File: src/hdl/sorted_priority_queue_unit_assert.svh
// Assertion macros for the sorted priority queue.
// Define NO_ASSERTIONS to compile them out.
`ifndef SORTED_PRIORITY_QUEUE_UNIT_ASSERT_SVH
`define SORTED_PRIORITY_QUEUE_UNIT_ASSERT_SVH

`ifndef NO_ASSERTIONS

// Checked on clk_i, masked while rst_ni is low.
`define SPQ_ASSERT(lbl, prop, msg) \
  lbl: assert property (@(posedge clk_i) disable iff (!rst_ni) (prop)) else $error(msg);

// Checked on clk_i at every edge, reset included.
`define SPQ_ASSERT_ALWAYS(lbl, prop, msg) \
  lbl: assert property (@(posedge clk_i) (prop)) else $error(msg);

`else

`define SPQ_ASSERT(lbl, prop, msg)
`define SPQ_ASSERT_ALWAYS(lbl, prop, msg)

`endif

`endif

File: src/hdl/spq_pkg.sv
package spq_pkg;

  localparam int unsigned DEPTH_DEF = 16;
  localparam int unsigned PRIO_BITS = 8;
  localparam int unsigned TAG_BITS  = 16;
  localparam int unsigned CNT_BITS  = 5;

  // operation codes
  localparam logic FuncInsert = 1'b0;
  localparam logic FuncRemove = 1'b1;

  typedef enum logic [1:0] {
    StsInserted = 2'd0,
    StsRemoved  = 2'd1,
    StsFull     = 2'd2,
    StsEmpty    = 2'd3
  } status_e;

  typedef enum logic [2:0] {
    Idle,
    PopData,
    InsWalk,
    InsLast,
    Done
  } state_e;

  typedef struct packed {
    logic [PRIO_BITS-1:0] prio;
    logic [TAG_BITS-1:0]  tag;
  } entry_t;

  typedef struct packed {
    logic                 func;
    logic [PRIO_BITS-1:0] priority_req;
    logic [TAG_BITS-1:0]  tag;
  } in_beat_t;

  typedef struct packed {
    status_e              status;
    logic [PRIO_BITS-1:0] out_priority;
    logic [TAG_BITS-1:0]  out_tag;
    logic [CNT_BITS-1:0]  count;
  } out_beat_t;

endpackage

File: src/hdl/spq_ram.sv
module spq_ram #(
  parameter int unsigned Depth = spq_pkg::DEPTH_DEF
) (
  input  logic                     clk_i,
  input  logic                     we_i,
  input  logic [$clog2(Depth)-1:0] waddr_i,
  input  spq_pkg::entry_t          wdata_i,
  input  logic                     re_i,
  input  logic [$clog2(Depth)-1:0] raddr_i,
  output spq_pkg::entry_t          rdata_o
);
  import spq_pkg::*;

  entry_t mem_q [Depth];
  entry_t rdata_q;

  always_ff @(posedge clk_i) begin
    if (we_i) begin
      mem_q[waddr_i] <= wdata_i;
    end
  end

  // registered read
  always_ff @(posedge clk_i) begin
    if (re_i) begin
      rdata_q <= mem_q[raddr_i];
    end
  end

  assign rdata_o = rdata_q;

endmodule

File: src/hdl/sorted_priority_queue_unit.sv
// Sorted priority queue, lowest priority value served first, stable on ties.
// Input channel (in_valid_i / in_stall_o / in_data_i): one beat is one
// operation, insert (priority_req, tag) or remove front. Output channel
// (out_valid_o / out_stall_i / out_data_o): exactly one result beat per
// input beat, in order: status, removed entry (zero unless removed), count.
// One operation is worked at a time; in_stall_o is high while it runs.
// Path from acceptance to the done state, where the result can be taken:
//   refused insert/remove, insert into empty queue: straight to done
//   remove: one registered read of the front entry, then done
//   insert: the tail is walked down one entry per cycle through the entry
//   RAM (one read and one write port), each entry with a priority above the
//   new one moved up by one slot, then the new entry written into the slot freed last.
// The next beat is taken the cycle after the result is handed to the output
// register, so a new operation may be accepted while a result still waits.
// Entries live in a ring in RAM; head pointer and count are flip-flops.
// Reset (rst_ni low, asynchronous) empties the queue at once: count and head
// cleared, no clearing pass, RAM contents left as they are.
// A stalled output holds its beat; a finished result then waits in the
// done state until the output register frees up.
`include "sorted_priority_queue_unit_assert.svh"

module sorted_priority_queue_unit #(
  parameter int unsigned DEPTH = spq_pkg::DEPTH_DEF
) (
  input  logic                clk_i,
  input  logic                rst_ni,
  input  logic                in_valid_i,
  output logic                in_stall_o,
  input  spq_pkg::in_beat_t   in_data_i,
  output logic                out_valid_o,
  input  logic                out_stall_i,
  output spq_pkg::out_beat_t  out_data_o
);
  import spq_pkg::*;

  localparam int unsigned AW = $clog2(DEPTH);
  localparam int unsigned CW = $clog2(DEPTH + 1);
  localparam logic [CW-1:0] DepthC = CW'(DEPTH);

  // ring slot of logical position off
  function automatic logic [AW-1:0] phys(input logic [AW-1:0] base,
                                         input logic [AW-1:0] off);
    logic [AW:0] sum;
    sum = {1'b0, base} + {1'b0, off};
    if (sum >= (AW+1)'(DEPTH)) begin
      sum = sum - (AW+1)'(DEPTH);
    end
    return sum[AW-1:0];
  endfunction

  state_e          state_q, state_d;
  logic [CW-1:0]   count_q, count_d;
  logic [AW-1:0]   head_q, head_d;
  logic [AW-1:0]   idx_q, idx_d;     // logical position under compare
  entry_t          new_q, new_d;     // entry being inserted
  out_beat_t       res_q, res_d;     // finished result
  out_beat_t       out_q;
  logic            out_valid_q;

  logic            in_fire;
  logic            out_free;
  logic            ram_we, ram_re;
  logic [AW-1:0]   ram_waddr, ram_raddr;
  entry_t          ram_wdata, ram_rdata;
  logic            walk_gt;

  assign in_stall_o = (state_q != Idle);
  assign in_fire    = in_valid_i && !in_stall_o;
  assign out_free   = !out_valid_q || !out_stall_i;
  assign walk_gt    = ram_rdata.prio > new_q.prio;

  spq_ram #(
    .Depth (DEPTH)
  ) u_ram (
    .clk_i   (clk_i),
    .we_i    (ram_we),
    .waddr_i (ram_waddr),
    .wdata_i (ram_wdata),
    .re_i    (ram_re),
    .raddr_i (ram_raddr),
    .rdata_o (ram_rdata)
  );

  // next state
  always_comb begin
    state_d = state_q;
    unique case (state_q)
      Idle: begin
        if (in_fire) begin
          if (in_data_i.func == FuncRemove) begin
            state_d = (count_q == '0) ? Done : PopData;
          end else if (count_q == DepthC || count_q == '0) begin
            state_d = Done;
          end else begin
            state_d = InsWalk;
          end
        end
      end
      PopData: state_d = Done;
      InsWalk: begin
        if (!walk_gt) begin
          state_d = Done;
        end else if (idx_q == '0) begin
          state_d = InsLast;
        end
      end
      InsLast: state_d = Done;
      Done: begin
        if (out_free) begin
          state_d = Idle;
        end
      end
      default: state_d = Idle;
    endcase
  end

  // datapath and RAM control
  always_comb begin
    count_d   = count_q;
    head_d    = head_q;
    idx_d     = idx_q;
    new_d     = new_q;
    res_d     = res_q;
    ram_we    = 1'b0;
    ram_waddr = head_q;
    ram_wdata = new_q;
    ram_re    = 1'b0;
    ram_raddr = head_q;
    unique case (state_q)
      Idle: begin
        if (in_fire) begin
          new_d.prio         = in_data_i.priority_req;
          new_d.tag          = in_data_i.tag;
          res_d.out_priority = '0;
          res_d.out_tag      = '0;
          res_d.count        = CNT_BITS'(count_q);
          if (in_data_i.func == FuncRemove) begin
            res_d.status = StsEmpty;
            ram_re       = (count_q != '0);
            ram_raddr    = head_q;
          end else if (count_q == DepthC) begin
            res_d.status = StsFull;
          end else if (count_q == '0) begin
            // empty queue: store at the head directly
            ram_we       = 1'b1;
            ram_waddr    = head_q;
            ram_wdata    = new_d;
            count_d      = count_q + CW'(1);
            res_d.status = StsInserted;
            res_d.count  = CNT_BITS'(count_d);
          end else begin
            // start the walk at the tail
            idx_d     = AW'(count_q - CW'(1));
            ram_re    = 1'b1;
            ram_raddr = phys(head_q, idx_d);
          end
        end
      end
      PopData: begin
        count_d            = count_q - CW'(1);
        head_d             = phys(head_q, AW'(1));
        res_d.status       = StsRemoved;
        res_d.out_priority = ram_rdata.prio;
        res_d.out_tag      = ram_rdata.tag;
        res_d.count        = CNT_BITS'(count_d);
      end
      InsWalk: begin
        ram_we    = 1'b1;
        ram_waddr = phys(head_q, idx_q + AW'(1));
        if (walk_gt) begin
          // move this entry up one slot, fetch the one below
          ram_wdata = ram_rdata;
          if (idx_q != '0) begin
            idx_d     = idx_q - AW'(1);
            ram_re    = 1'b1;
            ram_raddr = phys(head_q, idx_d);
          end
        end else begin
          ram_wdata    = new_q;
          count_d      = count_q + CW'(1);
          res_d.status = StsInserted;
          res_d.count  = CNT_BITS'(count_d);
        end
      end
      InsLast: begin
        ram_we       = 1'b1;
        ram_waddr    = head_q;
        ram_wdata    = new_q;
        count_d      = count_q + CW'(1);
        res_d.status = StsInserted;
        res_d.count  = CNT_BITS'(count_d);
      end
      Done: ;
      default: ;
    endcase
  end

  always_ff @(posedge clk_i or negedge rst_ni) begin
    if (!rst_ni) begin
      state_q     <= Idle;
      count_q     <= '0;
      head_q      <= '0;
      out_valid_q <= 1'b0;
    end else begin
      state_q <= state_d;
      count_q <= count_d;
      head_q  <= head_d;
      if (state_q == Done && out_free) begin
        out_valid_q <= 1'b1;
      end else if (!out_stall_i) begin
        out_valid_q <= 1'b0;
      end
    end
  end

  always_ff @(posedge clk_i) begin
    idx_q <= idx_d;
    new_q <= new_d;
    res_q <= res_d;
    if (state_q == Done && out_free) begin
      out_q <= res_q;
    end
  end

  assign out_valid_o = out_valid_q;
  assign out_data_o  = out_q;

  `SPQ_ASSERT(a_count_range, count_q <= DepthC, "queue count above depth")
  `SPQ_ASSERT_ALWAYS(a_head_range, !rst_ni || head_q <= AW'(DEPTH - 1),
    "head pointer out of range")
  `SPQ_ASSERT(a_walk_in_queue, state_q == InsWalk |-> {1'b0, idx_q} < (AW+1)'(count_q),
    "insert walk beyond held entries")
  `SPQ_ASSERT(a_full_refused,
    in_fire && in_data_i.func == FuncInsert && count_q == DepthC
      |=> state_q == Done && res_q.status == StsFull && $stable(count_q),
    "insert into full queue not refused")
  `SPQ_ASSERT(a_out_from_done, out_valid_q && !$past(out_valid_q) |-> $past(state_q) == Done,
    "result issued outside done state")

endmodule

File: config.mk
export PLATFORM = sky130hd
export DESIGN_NAME = sorted_priority_queue_unit
export DESIGN_NICKNAME = d
export VERILOG_FILES = /design/src/hdl/spq_pkg.sv /design/src/hdl/spq_ram.sv /design/src/hdl/sorted_priority_queue_unit.sv
export VERILOG_INCLUDE_DIRS = /design/src /design/src/hdl
export SDC_FILE = /design/constraint.sdc
export NUM_CORES = 1
export LEC_CHECK = 0
export BUFFER_PORTS_ARGS = -buffer_cell sky130_fd_sc_hd__buf_4
export CELL_PAD_IN_SITES_DETAIL_PLACEMENT = 1
export CELL_PAD_IN_SITES_GLOBAL_PLACEMENT = 2
export CORE_UTILIZATION = 50
export CTS_CLUSTER_SIZE = 24
export DETAILED_ROUTE_END_ITERATION = 8
export PLACE_DENSITY = 0.93
export SETUP_SLACK_MARGIN = 0.2
export SLEW_MARGIN = 25
export SYNTH_ARGS = -nofsm -noshare
export SYNTH_HDL_FRONTEND = slang
export SYNTH_SLANG_ARGS = --single-unit
export TNS_END_PERCENT = 10
File: constraint.sdc
create_clock -name clk_i -period 11.2 [get_ports clk_i]
set_clock_uncertainty 0.15 [all_clocks]
set_input_delay 2.24 -clock clk_i [delete_from_list [all_inputs] [get_ports clk_i]]
set_output_delay 2.24 -clock clk_i [all_outputs]
set_load 0.005 [all_outputs]
== Word level (Yosys, flattened, before mapping) ==
Memories as Yosys holds them, arrays and structs flattened. A register that Yosys moved wholly into a read port is not among the register bits.
Cells that the tools add are included.

* $add $sub $neg: 12
* Div/mod/pow operators: 0
* Order comparisons: 5
* Shift operators: 0
* $mul: 0
* Muxes and demuxes: 63
* Equal/unequal tests: 16
* Bitwise operators: 0
* Reduce and logical (&&, ||, !) cells: 24

{| class="wikitable"
|+ Operators by type and width
! operator !! count
|-
| 2-to-1 mux 24 bit || 5
|-
| case mux 24 bit (2 select lines) || 2
|-
| 2-to-1 mux 4 bit || 17
|-
| case mux 5 bit (4 select lines) || 2
|-
| 2-to-1 mux 31 bit || 1
|-
| 2-to-1 mux 5 bit || 5
|-
| 2-to-1 mux 3 bit || 7
|-
| greater-or-equal comparator 5 bit, second input constant || 4
|-
| subtractor 4 x 1 -> 4 bit, second input constant || 5
|-
| inequality test 2 bit, second input constant || 8
|-
| case mux 4 bit (2 select lines) || 2
|-
| adder 4 x 4 -> 5 bit || 3
|-
| 2-to-1 mux 1 bit || 14
|-
| case mux 3 bit (4 select lines) || 1
|-
| greater-than comparator 8 bit || 1
|-
| 2-to-1 mux 2 bit || 4
|-
| case mux 2 bit (4 select lines) || 1
|-
| nonzero test 4 bit || 2
|-
| AND reduction 7 bit || 1
|-
| == test 3 x 2 -> 1 bit, second input constant || 2
|-
| AND reduction 3 bit || 2
|-
| adder 4 x 1 -> 5 bit, second input constant || 1
|-
| adder 5 x 1 -> 5 bit, second input constant || 1
|-
| == test 5 bit, second input constant || 1
|-
| 20 further kinds || 28
|}

* Output and inout bits: 33
* Word-level logic and storage cells: 136
* Bits in latches: 0
* Flip-flop bits (word level): 103
* Memories: 1
* Memory bits (writable): 384
* Bits in read-only memories: 0
* Input bits: 29

{| class="wikitable"
|+ Memories
! name !! words !! bits a word !! read ports !! clocked after Yosys merged registers in !! write ports !! line !! source
|-
| u_ram.mem_q || 16 || 24 || 1 || 1 || 1 || spq_ram.sv:14 || <nowiki>entry_t mem_q [Depth];</nowiki>
|}

== Longest topological paths before layout ==
* Word-level depth: 9
* Mapped depth: 16
* Depth with buffers taken out: 13

== Hierarchy ==
Synthesis repeated with hierarchy kept, for this count alone.

* Cell total of the unflattened synthesis: 1,035
* Area, all modules: 20,338.3 um^2

{| class="wikitable"
|+ By module, submodules not included
! module !! times used !! area each (um^2) !! sequential area each (um^2) !! cells an instance
|-
| spq_ram || 1 || 15,170.8 || 12,251.8 || 636
|-
| sorted_priority_queue_unit || 1 || 5,167.5 || 3,027.9 || 399
|}

== Least setup slack after synthesis ==
No wires, ideal clock.

* Path kind: input port to flip-flop
* Start point: in in_valid_i
* End point: mem u_ram.mem_q[3][0] (netlist name) (enable)
* Stages on the path: 6
* Arrival time: 4.351 ns
* Setup slack: 6.294 ns
* Library setup time: 0.405 ns
* Cells stage by stage: nand3_2 > inv_2 > nand2_1 > and2_1 > or3_1 > nor2_1

* Cells in the longest elaborated chain, start to end: 5

{| class="wikitable"
|+ RTL lines
! item !! line !! source
|-
| start: declaration || sorted_priority_queue_unit.sv:27 || <nowiki>input logic in_valid_i,</nowiki>
|-
| logical AND 1 bit || sorted_priority_queue_unit.sv:68 || <nowiki>assign in_fire = in_valid_i && !in_stall_o;</nowiki>
|-
| 2-to-1 mux 1 bit || sorted_priority_queue_unit.sv:131 || <nowiki>if (in_fire) begin</nowiki>
|-
| case mux 1 bit (2 select lines) || sorted_priority_queue_unit.sv:129 || <nowiki>unique case (state_q)</nowiki>
|-
| 2-to-1 mux 1 bit || spq_ram.sv:18 || <nowiki>if (we_i) begin</nowiki>
|-
| 2-to-1 mux 1 bit (implied by the code) || spq_ram.sv:19 || <nowiki>mem_q[waddr_i] <= wdata_i;</nowiki>
|-
| end: declaration || spq_ram.sv:14 ||
|}

No other way between the ends.

== Final worst setup path ==
* Start point: in in_valid_i
* End point: reg u_ram.rdata_o[3] (netlist name)

* Cells in the longest elaborated chain, start to end: 3
* Elaborated cells on any way between the ends: 5
* Classes of those cells: 4 x mux; 1 x reduce/logical

{| class="wikitable"
|+ RTL lines
! item !! line
|-
| logical AND 1 bit (*) || sorted_priority_queue_unit.sv:68
|-
| 2-to-1 mux 4 bit / 2-to-1 mux 1 bit (equally long branches) || sorted_priority_queue_unit.sv:131
|-
| case mux 4 bit (2 select lines) / case mux 1 bit (2 select lines) (equally long branches) || sorted_priority_queue_unit.sv:129
|}

Every way passes the cells marked *; elsewhere a longest branch is shown, timed or not.
A chain may end at the register's enable or synchronous reset.

==> results.py <==
metrics = {
    "placement": {
        "dpl.hpwl_um": 32550,
        "gp_congestion": 0.7667,
        "portBuffers": 61,
        "placed_area_um2": 21620,
    },
    "yosys": {
        "yosysWarnings": 0,
        "async_reset_ff_frac": 0.02544,
        "synth-simple-area-share": 0.07966,
        "synth_adder_area_share": 0.01626,
        "synth-xor-area-share": 0.009222,
        "ys_ff_latch": 511,
        "netlist_area_um2": 20620,
        "syn_area_per_cell_um2": 15.78,
        "synth_top_family_by_area": "simple AND/OR/NAND/NOR gates",
        "synthCells": 1307,
        "synth_largest_area_cell": "edfxtp_1",
        "synth_compound_area_frac": 0.07268,
        "synth_top_area_share": 0.7251,
        "synth_ff_type": "edfxtp_1",
        "ys_seq_area_frac": 0.7409,
        "synth_nets": 1361,
        "synth_edf_count": 498,
        "muxShareOfSynthArea": 0.05114,
        "netlist-cell-type-count": 59,
        "synth_area_leaders": "edfxtp_1 73%, mux2i_1 5.0%, a32oi_1 4.1%",
    },
    "sta": {
        "period_minus_slack_ns": 6.029,
        "setup_viol": 0,
        "relSlewSlack": 0.2790,
        "min_period_over_period": 0.5383,
        "hold_violations": 0,
        "grt_setup_unrepaired": "no",
        "slew_violations": 0,
        "worst_pin_slew_ns": 1.080,
        "setup_tns_ns": 0,
        "fmax_ghz": 0.1659,
    },
    "route": {
        "drtAntennaViolNets": 0,
        "via_count": 12370,
        "wl_per_cell_um": 30.12,
        "dr.first_iter.drc_count": 1507,
        "drt-total-wl_um": 58730,
        "drc": 0,
        "drt-pass1-iter-count": 5,
        "routed_via_density": 6.346,
    },
    "power_and_ir_drop": {
        "power_density_nw_per_um2": 304.6,
        "p_leak_uw": 0.007956,
        "vdd_drop_max_mv": 0.2431,
    },
    "setup_path": {
        "crit_arrival_ns": 6.24,
        "critical_path.max_fanout": 76,
        "critPathKind": "input port to register",
        "cp_data_required_time_ns": 11.41,
        "cp-end-kind": "register",
        "worst_setup_path_start_kind": "input port",
    },
    "cells_and_area": {
        "syn_to_final_growth_pct": 13.04,
        "final_cell_area_um2": 23310,
        "drive_gt1_frac": 0.1502,
        "final_nets": 1432,
        "final_common_cell": "edfxtp_1",
        "final_cell_mix": "498 x edfxtp_1, 219 x nand2_1, 102 x mux2i_1",
        "n_antenna_cell": 0,
    },
    "grt": {
        "track_usage": 0.2825,
        "grt_max_degree": 77,
        "grt_pass1_wl_um": 84970,
        "first_global_vias": 13210,
        "grt_antenna_before_repair": 0,
        "grt.overflow.total": 0,
    },
    "floorplanning": {
        "die_w_um": 205.1,
        "io_pins": 62,
        "row_count": 74,
        "start_util": 0.5062,
        "core_um2": 40740,
        "die_area_um2": 42060,
        "die_h_um": 205.1,
    },
    "clock_tree": {
        "post_cts_resized": 0,
        "cts_buffer_depth": 3,
        "clk_latency_ns": 0.62,
        "cts_tree": "yes",
        "clk_pin_slew_ns": 0.06,
        "cts-root-buf": "clkbuf_16",
        "clock_sinks": 511,
        "postCtsSetupRepairBufs": 0,
        "holdBufCountCts": 0,
        "numCtsBuffers": 51,
        "htreeDepth": 2,
    },
    "run": {
        "maxCapViolCount": 0,
    },
    "worst_hold_path": {
        "hold_class": "register to register",
    },
    "run_status": {
        "outcome": "finished, final reports clean",
    },
}
power breakdown:
part / internal [uW] / switching (uW)
clock: 959 / 742
sequential: 2660 / 203
combinational: 819 / 1720
total: 4440 / 2660
state kept, by name, indices dropped and copies added (netlist names):
| name | cells |
|---|---|
| u_ram.mem_q | 384 |
| idx_q | 4 |
| res_q | 31 |
| out_valid_o | 1 |
| out_data_o | 31 |
| count_q | 5 |
| head_q | 4 |
| u_ram.rdata_o | 24 |
| new_q | 24 |
| state_q | 3 |
cells by family after synthesis:
family | Yosys count
compound gates | 181
xor+xnor | 20
fa+ha+maj | 25
buf+inv | 121
flops | 511
mux | 105
simple gates | 344
routing by layer:
layer / part of all wire / routed length (um) / track usage / vias to the layer above
li1: - / - / - / 5188
met1: 0.37 / 21610 / 0.3348 / 6353
met2: 0.51 / 30220 / 0.4976 / 679
met3: 0.077 / 4531 / 0.05218 / 154
met4: 0.040 / 2377 / 0.1296 / 0
met5: 0 / 0 / 0 / -
Yosys cell counts (7+ instances only):
library cell / count
xor2_1: 9
clkbuf_1: 28
o21ai_0: 11
ha_1: 22
buf_4: 12
edfxtp_1: 498
and4_1: 25
a31oi_1: 7
xnor2_1: 9
nand2_1: 219
nor2_1: 35
buf_6: 10
dfrtp_1: 13
a32oi_1: 96
mux2i_1: 102
buf_2: 20
inv_1: 47
and2_1: 27
a222oi_1: 24
a21oi_1: 21
critical path, stage by stage:
cell	delay [ns]
buf_4	0.11
nand3_2	0.13
inv_2	0.63
nand3_4	0.29
o32ai_1	0.40
a31o_4	0.75
buf_4	0.90
mux2i_1	0.32
a32oi_1	0.10
and4_1	0.28
stage by stage:
step	utilization	hold slack [ns]	power, uW	worst slack, ns	instances
5_1_grt	0.5723	0.2748	7358	4.994	1950
3_5_place_dp	0.5307	0.2552	5353	4.591	1856
2_1_floorplan	-	0.2503	4508	6.294	1307
6_report	0.5723	0.2684	7102	5.171	1950
3_3_place_gp	0.5306	0.2511	5184	4.835	1856
4_1_cts	0.5713	0.2699	7086	5.216	1949
path summary, 6_finish.rpt:
| kind | slack (ns) | start | endpoint | depth (start not counted) |
|---|---|---|---|---|
| min in group asynchronous | 1.34 | rst_ni | count_q[1]$_DFFE_PN0P_ | 1 |
| hold reg to reg | 0.27 | res_q[17]$_SDFFCE_PN0P_ | out_data_o[17]$_DFFE_PP_ | 0 |
| setup / recovery | 5.17 | in_valid_i | u_ram.rdata_o[3]$_DFFE_PP_ | 10 |
| setup reg to reg | 5.82 | idx_q[0]$_DFFE_PP_ | u_ram.rdata_o[3]$_DFFE_PP_ | 11 |
| hold / removal | 0.27 | res_q[17]$_SDFFCE_PN0P_ | out_data_o[17]$_DFFE_PP_ | 0 |
| max in group asynchronous | 9.36 | rst_ni | state_q[2]$_DFFE_PN0P_ | 1 |
layout make-up:
type / count / area (um2)
clock inverter: 32 / 342.8
clock buffer: 61 / 1314
inverter: 49 / 183.9
timing repair buffer: 90 / 695.7
fill: 3771 / 17430
multi-input combinational: 675 / 4832
sequential: 511 / 15280
tap: 532 / 665.6
No activity file was read; power rests on OpenSTA's default activity.
